### config.mk
export PLATFORM = sky130hd
export DESIGN_NAME = kernel_process_scheduler
export DESIGN_NICKNAME = d
export VERILOG_FILES = /design/src/rtl/core/kps_pkg.sv /design/src/rtl/core/kps_queue.sv /design/src/rtl/core/kernel_process_scheduler.sv
export VERILOG_INCLUDE_DIRS = /design/src /design/src/rtl/core
export SDC_FILE = /design/constraint.sdc
export NUM_CORES = 2
export LEC_CHECK = 0
export ABC_AREA = 1
export BUFFER_PORTS_ARGS = -buffer_cell sky130_fd_sc_hd__buf_2
export CAP_MARGIN = 20
export CORE_MARGIN = 8
export CORE_UTILIZATION = 50
export DETAILED_ROUTE_END_ITERATION = 8
export PLACE_DENSITY = 0.65
export SYNTH_ARGS = -nofsm -noshare
export SYNTH_HDL_FRONTEND = slang
export SYNTH_SLANG_ARGS = --single-unit
export TNS_END_PERCENT = 1
### constraint.sdc
create_clock -name clk_i -period 16.75 [get_ports clk_i]
set_input_delay 3.35 -clock clk_i [delete_from_list [all_inputs] [get_ports clk_i]]
set_output_delay 3.35 -clock clk_i [all_outputs]
set_load 0.01 [all_outputs]
### src/rtl/core/assert_macros.svh
// ----------------------------------------------------------------------------
// assert_macros.svh
// Concurrent assertion helpers shared by the scheduler RTL.
// ----------------------------------------------------------------------------
`ifndef ASSERT_MACROS_SVH
`define ASSERT_MACROS_SVH
`ifndef ASSERT_OFF
// Condition a implies condition c in the same cycle.
`define ASSERT_IMPL(lbl, clk, rst_n, a, c) \
  lbl: assert property (@(posedge clk) disable iff (!rst_n) (a) |-> (c)) \
    else $error("assertion failed");
// Condition a implies condition c in the next cycle.
`define ASSERT_NEXT(lbl, clk, rst_n, a, c) \
  lbl: assert property (@(posedge clk) disable iff (!rst_n) (a) |=> (c)) \
    else $error("assertion failed");
`else
`define ASSERT_IMPL(lbl, clk, rst_n, a, c)
`define ASSERT_NEXT(lbl, clk, rst_n, a, c)
`endif
`endif

### src/rtl/core/kps_pkg.sv
// ----------------------------------------------------------------------------
// kps_pkg
// Types and constants of the kernel process scheduler.
// ----------------------------------------------------------------------------
package kps_pkg;

  // Service request codes.
  typedef enum logic [2:0] {
    OP_TICK      = 3'd0,
    OP_CREATE_PR = 3'd1,
    OP_SLEEP     = 3'd2,
    OP_CREATE_MX = 3'd3,
    OP_LOCK      = 3'd4,
    OP_UNLOCK    = 3'd5
  } op_e;

  // Result status codes.
  localparam logic [1:0] STAT_OK      = 2'd0;
  localparam logic [1:0] STAT_NO_PROC = 2'd1;
  localparam logic [1:0] STAT_NO_MUX  = 2'd2;

  localparam logic [15:0] SLICE_LEN_RST = 16'd300;

  // Sequencer states.
  typedef enum logic [2:0] {
    ST_IDLE,
    ST_EXEC,
    ST_WAKE_RD,
    ST_WAKE_CMP,
    ST_TICK_END,
    ST_SUSP_POP,
    ST_DISPATCH
  } state_e;

endpackage

### src/rtl/core/kps_queue.sv
// ----------------------------------------------------------------------------
// kps_queue
// Circular queue of process identifiers with head read and drop-on-full push.
// ----------------------------------------------------------------------------
module kps_queue #(
  parameter int DEPTH = 16,
  parameter int WIDTH = 4
) (
  input  logic                       clk_i,
  input  logic                       rst_ni,
  input  logic                       push_i,
  input  logic [WIDTH-1:0]           push_data_i,
  input  logic                       pop_i,
  output logic [WIDTH-1:0]           head_o,
  output logic [$clog2(DEPTH+1)-1:0] count_o
);

  localparam int IW = $clog2(DEPTH);
  localparam int CW = $clog2(DEPTH + 1);

  logic [WIDTH-1:0] mem_q [DEPTH];
  logic [IW-1:0]    head_q;
  logic [CW-1:0]    cnt_q;
  logic [CW:0]      tail_sum;
  logic [CW:0]      tail_wrap;
  logic             pop_ok;
  logic             push_ok;

  // Tail slot is head plus count, folded once into the ring.
  assign tail_sum  = (CW+1)'(head_q) + (CW+1)'(cnt_q);
  assign tail_wrap = (tail_sum >= (CW+1)'(DEPTH)) ? tail_sum - (CW+1)'(DEPTH) : tail_sum;
  assign pop_ok    = pop_i && (cnt_q != '0);
  assign push_ok   = push_i && ((cnt_q != CW'(DEPTH)) || pop_ok);
  assign head_o    = mem_q[head_q];
  assign count_o   = cnt_q;

  // Pointer and count update.
  always_ff @(posedge clk_i or negedge rst_ni) begin
    if (!rst_ni) begin
      head_q <= '0;
      cnt_q  <= '0;
    end else begin
      if (pop_ok) begin
        head_q <= (head_q == IW'(DEPTH - 1)) ? '0 : head_q + 1'b1;
      end
      if (pop_ok && !push_ok) begin
        cnt_q <= cnt_q - 1'b1;
      end else if (push_ok && !pop_ok) begin
        cnt_q <= cnt_q + 1'b1;
      end
    end
  end

  // Storage word write.
  always_ff @(posedge clk_i) begin
    if (push_ok) begin
      mem_q[tail_wrap[IW-1:0]] <= push_data_i;
    end
  end

endmodule

### src/rtl/core/kernel_process_scheduler.sv
// ----------------------------------------------------------------------------
// kernel_process_scheduler
// Round-robin kernel scheduler with sleep queue and counting mutexes.
// ----------------------------------------------------------------------------
// Usage: a request word (opcode_i, sleep_ticks_i, mux_id_i, mux_init_i) is
// taken at a clock edge where start is high and busy is low. The block then
// raises busy and works through the request under a small sequencer. When it
// finishes, done_o is high for exactly one cycle with running_pid_o, new_pid_o,
// new_mux_o and status_o; the receiver must take the word in that cycle, it
// cannot stall. busy is low in the done cycle, so a new request may follow.
// Each request passes the execute and dispatch states; an unlock that wakes
// a waiter adds a suspend-queue pop, a tick adds a wake-time read and compare
// per sleeper and a tick-end state. The user must write the slice length
// via cfg_we_i and cfg_wdata_i only while idle; the block does not enforce
// it. Reset empties every queue, frees every identifier, clears time and
// sets slice length 300; no process runs until the first request completes.
// ----------------------------------------------------------------------------
module kernel_process_scheduler #(
  parameter int NUM_PROCS = 16,
  parameter int NUM_MUXES = 16
) (
  input  logic        clk_i,
  input  logic        rst_ni,
  input  logic        start,
  output logic        busy,
  input  logic [2:0]  opcode_i,
  input  logic [15:0] sleep_ticks_i,
  input  logic [3:0]  mux_id_i,
  input  logic [7:0]  mux_init_i,
  input  logic        cfg_we_i,
  input  logic [15:0] cfg_wdata_i,
  output logic        done_o,
  output logic [3:0]  running_pid_o,
  output logic [3:0]  new_pid_o,
  output logic [3:0]  new_mux_o,
  output logic [1:0]  status_o
);

  `include "assert_macros.svh"

  localparam int PW = $clog2(NUM_PROCS);
  localparam int CW = $clog2(NUM_PROCS + 1);
  localparam int MW = (NUM_MUXES > 1) ? $clog2(NUM_MUXES) : 1;

  kps_pkg::state_e state_q, state_d;

  // Request word held for the duration of the work.
  kps_pkg::op_e op_q;
  logic [15:0]  ticks_q;
  logic [3:0]   mid_q;
  logic [7:0]   minit_q;

  logic [15:0]  slice_len_q;
  logic [31:0]  sys_time_q;
  logic         cur_valid_q;
  logic [PW-1:0] cur_pid_q;
  logic [15:0]  slice_q;
  logic [CW-1:0] pid_alloc_q;
  logic [MW:0]  mux_alloc_q;
  logic [CW-1:0] wk_cnt_q;

  logic         done_q;
  logic [3:0]   run_pid_q;
  logic [3:0]   new_pid_q;
  logic [3:0]   new_mux_q;
  logic [1:0]   status_q;

  // Per-mutex count and suspend-queue pointers.
  logic [7:0]    mcount_q [NUM_MUXES];
  logic [PW-1:0] shead_q  [NUM_MUXES];
  logic [CW-1:0] scnt_q   [NUM_MUXES];

  // Memories: wake times by process and suspend queues by mutex and slot.
  logic [31:0]   wake_mem [NUM_PROCS];
  logic [31:0]   wake_rdata_q;
  logic [PW-1:0] susp_mem [(2**MW)*(2**PW)];
  logic [PW-1:0] susp_rdata_q;

  logic          rq_push, rq_pop, sq_push, sq_pop;
  logic [PW-1:0] rq_push_data, sq_push_data, rq_head, sq_head;
  logic [CW-1:0] rq_cnt, sq_cnt;

  logic          accept;
  logic          user;
  logic          mid_ok;
  logic [MW-1:0] mid_idx;
  logic [MW-1:0] mux_new_idx;
  logic [PW-1:0] pid_new;
  logic          pid_empty;
  logic          mux_empty;
  logic [15:0]   slice_inc;
  logic          preempt;
  logic          due;
  logic          need_disp;
  logic [CW:0]   stail_sum;
  logic [CW:0]   stail_wrap;
  logic          lock_push;

  assign accept      = start && !busy;
  assign busy        = (state_q != kps_pkg::ST_IDLE);
  assign user        = cur_valid_q && (cur_pid_q != '0);
  assign mid_ok      = ({28'd0, mid_q} < 32'(NUM_MUXES));
  assign mid_idx     = MW'(mid_q);
  assign mux_new_idx = mux_alloc_q[MW-1:0];
  assign pid_new     = pid_alloc_q[PW-1:0];
  assign pid_empty   = (pid_alloc_q == CW'(NUM_PROCS));
  assign mux_empty   = (mux_alloc_q == (MW+1)'(NUM_MUXES));
  assign slice_inc   = slice_q + 16'd1;
  assign preempt     = user && (slice_inc >= slice_len_q);
  assign due         = (wake_rdata_q <= sys_time_q);
  assign need_disp   = !cur_valid_q || (cur_pid_q == '0);

  // Tail slot of the addressed suspend queue.
  assign stail_sum  = (CW+1)'(shead_q[mid_idx]) + (CW+1)'(scnt_q[mid_idx]);
  assign stail_wrap = (stail_sum >= (CW+1)'(NUM_PROCS)) ?
                      stail_sum - (CW+1)'(NUM_PROCS) : stail_sum;
  assign lock_push  = (state_q == kps_pkg::ST_EXEC) && (op_q == kps_pkg::OP_LOCK) &&
                      user && mid_ok && (mcount_q[mid_idx] == 8'd0) &&
                      (scnt_q[mid_idx] != CW'(NUM_PROCS));

  // Ready and sleep queues.
  kps_queue #(.DEPTH(NUM_PROCS), .WIDTH(PW)) u_ready_q (
    .clk_i, .rst_ni, .push_i(rq_push), .push_data_i(rq_push_data), .pop_i(rq_pop),
    .head_o(rq_head), .count_o(rq_cnt)
  );

  kps_queue #(.DEPTH(NUM_PROCS), .WIDTH(PW)) u_sleep_q (
    .clk_i, .rst_ni, .push_i(sq_push), .push_data_i(sq_push_data), .pop_i(sq_pop),
    .head_o(sq_head), .count_o(sq_cnt)
  );

  // Next state.
  always_comb begin
    state_d = state_q;
    unique case (state_q)
      kps_pkg::ST_IDLE: begin
        if (accept) state_d = kps_pkg::ST_EXEC;
      end
      kps_pkg::ST_EXEC: begin
        state_d = kps_pkg::ST_DISPATCH;
        if (op_q == kps_pkg::OP_TICK) begin
          state_d = (sq_cnt != '0) ? kps_pkg::ST_WAKE_RD : kps_pkg::ST_TICK_END;
        end else if ((op_q == kps_pkg::OP_UNLOCK) && user && mid_ok &&
                     (scnt_q[mid_idx] != '0)) begin
          state_d = kps_pkg::ST_SUSP_POP;
        end
      end
      kps_pkg::ST_WAKE_RD:  state_d = kps_pkg::ST_WAKE_CMP;
      kps_pkg::ST_WAKE_CMP: begin
        state_d = (wk_cnt_q == CW'(1)) ? kps_pkg::ST_TICK_END : kps_pkg::ST_WAKE_RD;
      end
      kps_pkg::ST_TICK_END: state_d = kps_pkg::ST_DISPATCH;
      kps_pkg::ST_SUSP_POP: state_d = kps_pkg::ST_DISPATCH;
      kps_pkg::ST_DISPATCH: state_d = kps_pkg::ST_IDLE;
      default:              state_d = kps_pkg::ST_IDLE;
    endcase
  end

  // Queue controls per state.
  always_comb begin
    rq_push      = 1'b0;
    rq_push_data = cur_pid_q;
    rq_pop       = 1'b0;
    sq_push      = 1'b0;
    sq_push_data = cur_pid_q;
    sq_pop       = 1'b0;
    unique case (state_q)
      kps_pkg::ST_EXEC: begin
        if (op_q == kps_pkg::OP_CREATE_PR) begin
          rq_push      = !pid_empty && (pid_new != '0);
          rq_push_data = pid_new;
        end else if (op_q == kps_pkg::OP_SLEEP) begin
          sq_push = user;
        end
      end
      kps_pkg::ST_WAKE_CMP: begin
        sq_pop       = 1'b1;
        rq_push      = due;
        rq_push_data = sq_head;
        sq_push      = !due;
        sq_push_data = sq_head;
      end
      kps_pkg::ST_TICK_END: rq_push = preempt;
      kps_pkg::ST_SUSP_POP: begin
        rq_push      = 1'b1;
        rq_push_data = susp_rdata_q;
      end
      kps_pkg::ST_DISPATCH: rq_pop = need_disp && (rq_cnt != '0);
      default: begin
      end
    endcase
  end

  // Sequencer and scheduler registers.
  always_ff @(posedge clk_i or negedge rst_ni) begin
    if (!rst_ni) begin
      state_q      <= kps_pkg::ST_IDLE;
      slice_len_q  <= kps_pkg::SLICE_LEN_RST;
      sys_time_q   <= '0;
      cur_valid_q  <= 1'b0;
      cur_pid_q    <= '0;
      slice_q      <= '0;
      pid_alloc_q  <= '0;
      mux_alloc_q  <= '0;
      wk_cnt_q     <= '0;
      done_q       <= 1'b0;
      for (int i = 0; i < NUM_MUXES; i++) begin
        mcount_q[i] <= '0;
        shead_q[i]  <= '0;
        scnt_q[i]   <= '0;
      end
    end else begin
      state_q <= state_d;
      done_q  <= (state_q == kps_pkg::ST_DISPATCH);
      if (cfg_we_i) slice_len_q <= cfg_wdata_i;
      unique case (state_q)
        kps_pkg::ST_EXEC: begin
          unique case (op_q)
            kps_pkg::OP_TICK: begin
              sys_time_q <= sys_time_q + 32'd1;
              wk_cnt_q   <= sq_cnt;
            end
            kps_pkg::OP_CREATE_PR: begin
              if (!pid_empty) pid_alloc_q <= pid_alloc_q + 1'b1;
            end
            kps_pkg::OP_SLEEP: begin
              if (user) cur_valid_q <= 1'b0;
            end
            kps_pkg::OP_CREATE_MX: begin
              if (!mux_empty) begin
                mux_alloc_q           <= mux_alloc_q + 1'b1;
                mcount_q[mux_new_idx] <= minit_q;
                shead_q[mux_new_idx]  <= '0;
                scnt_q[mux_new_idx]   <= '0;
              end
            end
            kps_pkg::OP_LOCK: begin
              if (user && mid_ok) begin
                if (mcount_q[mid_idx] != 8'd0) begin
                  mcount_q[mid_idx] <= mcount_q[mid_idx] - 8'd1;
                end else if (lock_push) begin
                  scnt_q[mid_idx] <= scnt_q[mid_idx] + 1'b1;
                  cur_valid_q     <= 1'b0;
                end
              end
            end
            kps_pkg::OP_UNLOCK: begin
              if (user && mid_ok && (scnt_q[mid_idx] == '0) &&
                  (mcount_q[mid_idx] != 8'hFF)) begin
                mcount_q[mid_idx] <= mcount_q[mid_idx] + 8'd1;
              end
            end
            default: begin
            end
          endcase
        end
        kps_pkg::ST_WAKE_CMP: wk_cnt_q <= wk_cnt_q - 1'b1;
        kps_pkg::ST_TICK_END: begin
          if (user) begin
            slice_q <= slice_inc;
            if (preempt) cur_valid_q <= 1'b0;
          end
        end
        kps_pkg::ST_SUSP_POP: begin
          shead_q[mid_idx] <= (shead_q[mid_idx] == PW'(NUM_PROCS - 1)) ? '0 :
                              shead_q[mid_idx] + 1'b1;
          scnt_q[mid_idx]  <= scnt_q[mid_idx] - 1'b1;
        end
        kps_pkg::ST_DISPATCH: begin
          if (need_disp) begin
            cur_valid_q <= 1'b1;
            if (rq_cnt != '0) begin
              cur_pid_q <= rq_head;
              slice_q   <= '0;
            end else begin
              cur_pid_q <= '0;
            end
          end
        end
        default: begin
        end
      endcase
    end
  end

  // Request capture and result word.
  always_ff @(posedge clk_i) begin
    if (accept) begin
      op_q      <= kps_pkg::op_e'(opcode_i);
      ticks_q   <= sleep_ticks_i;
      mid_q     <= mux_id_i;
      minit_q   <= mux_init_i;
      new_pid_q <= '0;
      new_mux_q <= '0;
      status_q  <= kps_pkg::STAT_OK;
    end else if (state_q == kps_pkg::ST_EXEC) begin
      if (op_q == kps_pkg::OP_CREATE_PR) begin
        if (pid_empty) status_q <= kps_pkg::STAT_NO_PROC;
        else           new_pid_q <= 4'(pid_new);
      end else if (op_q == kps_pkg::OP_CREATE_MX) begin
        if (mux_empty) status_q <= kps_pkg::STAT_NO_MUX;
        else           new_mux_q <= 4'(mux_new_idx);
      end
    end
    if (state_q == kps_pkg::ST_DISPATCH) begin
      if (!need_disp)          run_pid_q <= 4'(cur_pid_q);
      else if (rq_cnt != '0)   run_pid_q <= 4'(rq_head);
      else                     run_pid_q <= 4'd0;
    end
  end

  // Wake-time memory: written on sleep, read at the sleep queue head.
  always_ff @(posedge clk_i) begin
    if ((state_q == kps_pkg::ST_EXEC) && (op_q == kps_pkg::OP_SLEEP) && user) begin
      wake_mem[cur_pid_q] <= sys_time_q + {16'd0, ticks_q};
    end
    wake_rdata_q <= wake_mem[sq_head];
  end

  // Suspend-queue memory: written on a blocking lock, read at the queue head.
  always_ff @(posedge clk_i) begin
    if (lock_push) begin
      susp_mem[{mid_idx, stail_wrap[PW-1:0]}] <= cur_pid_q;
    end
    susp_rdata_q <= susp_mem[{mid_idx, shead_q[mid_idx]}];
  end

  assign done_o        = done_q;
  assign running_pid_o = run_pid_q;
  assign new_pid_o     = new_pid_q;
  assign new_mux_o     = new_mux_q;
  assign status_o      = status_q;

  // Checks on the sequencer and queues.
  `ASSERT_IMPL(a_done_idle, clk_i, rst_ni, done_o, !busy)
  `ASSERT_NEXT(a_start_busy, clk_i, rst_ni, start && !busy, busy && !done_o)
  `ASSERT_IMPL(a_ready_bound, clk_i, rst_ni, 1'b1, rq_cnt <= CW'(NUM_PROCS))

endmodule
==> reports/results.ini <==
[global_route]
antenna_found_initial=3
grt_overflow=0
grt_first_pass_wirelength_um=429000
grt_max_degree=280
grt_pass1_vias=72000
grt_usage_pct=25.9

[critical_path]
path_max_fanout=47
r2r_cells=17
r2r_slack_ns=10.25
critPathKind=flop to flop
cp-end-kind=flop
startpoint=mid_idx[0]
r2r_end=susp_mem[168][0]
crit_path_start_kind=flop
cp.arrival_ns=7.02
r2r_start=mid_idx[0]
cp.required_ns=17.27

[synthesis]
synthFlopType=edfxtp_1
syn_area_per_cell_um2=9.66
synth_mux_area_share_pct=0.0315
synth_edf_count=1699
synth_top_area_share_pct=51.3
synthCells=10300
yosysTopAreaCell=edfxtp_1
synth_seq_cells=2123
synth_compound_area_share_pct=9.66
synthAdderAreaFrac_pct=1.34
yosysSeqAreaShare_pct=61.8
async_reset_ff_share_pct=17.8
synth_area_leaders=edfxtp_1 51%, nand2_1 9.6%, dfrtp_1 9.4%, nand3_1 4.7%, inv_1 4.3%
synthSimpleGateAreaFrac_pct=19.2
synth_top_family_by_area=simple AND/OR/NAND/NOR gates
ys_types=67
synth_area_um2=99400
ys_warn_count=0
synthXorXnorAreaFrac_pct=0.977

[final_layout]
layout-drive-gt1-share_pct=6.78
syn_to_final_growth_pct=10.3
num-nets-final=10300

[power]
p_total_mw=16.8
power.density_nw_per_um2=153
p_leak_nw=43.5
ir_drop_v=0.000233

[floorplanning]
dieWidth_um=462
die_h_um=462
coreArea_um2=197000
start_util_pct=50.3
io_pins=67
die-area_um2=213000
rows=163

[clock_network]
path_clk_slew_ns=0.06
cts_resized=0
postCtsSetupRepairBufs=0
htree_num_levels=4
cts_root_buffer=clkbuf_16
clockBufferDepth=3
postCtsHoldBufs=0
cts_tree=built
numCtsBuffers=215
clock_latency_ns=0.88
cts_sinks=2123

[run_status]
status=complete, but fails checks
failed_checks=slew limit

[worst_hold_path]
worstHoldStart=sys_time_q[29]
hold_depth=1
holdPathEnd=sys_time_q[29]
hp-class=flop to flop

[detailed_routing]
vias=74900
drtIter0Drc=8423
wl_met3_um=25900
drt_wl_total_um=282000
met1_length_um=118000
drt-pass1-iter-count=6
avgRoutedWirePerCell_um=21.7
wl_met2_um=127000
detail-route-antenna-nets=0
drt-vias-per-instance=5.75
drcViolationCount=0
top_layer_used=met4

[sta]
setup_violations=0
hold_violations=0
worstMarginPinSlew_ns=1.68
whs_ns=0.469
post-route-min-period_ns=6.50
timing.final.crit_share_pct=38.8
fmax_ghz=0.154
slew_headroom_pct=-12.0
fin_tns_setup_ns=0
rsz0062_at_grt=false
slew_violations=124
clock_skew_ns=0.0369

[placed_design]
routabilityCongestion=0.907
dp_hpwl_um=170000
io_buffers=66

[run]
maxCapViolCount=0

## flip-flops by register name, summed over array words and instances (netlist names), 5 cells and up
signal / cells
mcount_q: 128
minit_q: 8
mux_alloc_q: 5
pid_alloc_q: 5
scnt_q: 80
shead_q: 64
slice_len_q: 16
slice_q: 16
susp_mem: 1024
sys_time_q: 32
ticks_q: 16
u_ready_q.count_o: 5
u_ready_q.mem_q: 64
u_sleep_q.count_o: 5
u_sleep_q.mem_q: 64
wake_mem: 512
wake_rdata_q: 32
wk_cnt_q: 5
## cells in the final DEF (no fill, tap or decap), types with 33 or more instances in the layout
cell type  instances
a21oi_1          320
a22oi_1           70
buf_2             65
buf_4            151
clkbuf_1          50
clkbuf_16        218
clkinv_1          40
clkinv_2          39
dfrtp_1          370
dfxtp_1           46
edfxtp_1        1699
ha_1              97
inv_1           1129
nand2_1         2532
nand3_1          925
nand4_1           80
nor2_1           887
nor3_1            33
o211ai_1         200
o21ai_0          671
o21ai_1           48
o221ai_1         106
o22ai_1          144
xor2_1            87
## how the worst max path moves through the flow
stage / endpoint / slack [ns] / cells after the start
CTS: susp_mem[56][2] / 10.39 / 17
global placement: susp_mem[168][0] / 10.57 / 17
global route: susp_mem[152][3] / 9.88 / 17
detailed placement: susp_mem[168][2] / 10.38 / 17
finish: susp_mem[168][0] / 10.25 / 17
floorplan: wake_mem[10][0] / 9.51 / 8
## cell type report
type                    count  area (um2)
diodes                      2        5.00
clock buffers             285        5880
repair buffers            230        1720
multi-input cells        6459       31500
flip-flops and latches   2123       61400
fillers                 17200       87900
clock inverters           118        1380
well taps                2640        3300
inverters                1165        4380
## layer usage
layer | vias up | track usage, %
met4 | 0 | 9.74
met3 | 653 | 4.40
met5 | - | 0
met2 | 3618 | 40.3
li1 | 34600 | -
met1 | 36000 | 36.7
## Yosys cell counts, types with 106 or more instances
cell and n:
buf_2 159, o211ai_1 200, edfxtp_1 1699, inv_1 1135
nor2_1 912, nand2_1 2537, o21ai_0 671, clkbuf_1 327
o22ai_1 144, dfrtp_1 374, a21oi_1 320, nand3_1 927
o221ai_1 106
## critical path: stages (launching register included)
cell and delay, ns:
edfxtp_1 0.35, buf_4 0.25, inv_4 0.22, nor2_4 0.04, buf_4 0.39, inv_2 0.67, o22ai_1 0.12, o21ai_0 0.21
nand2_1 0.10, nor2_2 0.46, inv_1 0.46, ha_1 0.37, fa_1 0.45, xnor2_1 0.31, inv_1 0.12, nor2_1 0.33
nand2_2 0.67, nor2_1 0.57
## where the power goes
part | internal, mW | switching, mW
clock network | 2.87 | 2.06
registers | 6.44 | 0.327
logic | 1.28 | 3.77
## stage by stage
stage / instances / setup WS (ns) / util, % / area (um2)
after floorplan: 10300 / 9.51 / - / 99500
after global placement: 12600 / 10.57 / 51.7 / 102000
after detailed placement: 12600 / 10.38 / 51.7 / 102000
after CTS: 13000 / 10.39 / 55.4 / 109000
after global routing: 13000 / 9.88 / 55.5 / 110000
final: 13000 / 10.25 / 55.5 / 110000
## logic make-up after synthesis
family	count (synthesis)
simple gates	4584
flops	2123
buf+inv	1730
compound gates	1627
xor+xnor	110
fa+ha+maj	103
mux	3
other cells	1
Note: power is estimated with default switching activity, not from simulation.
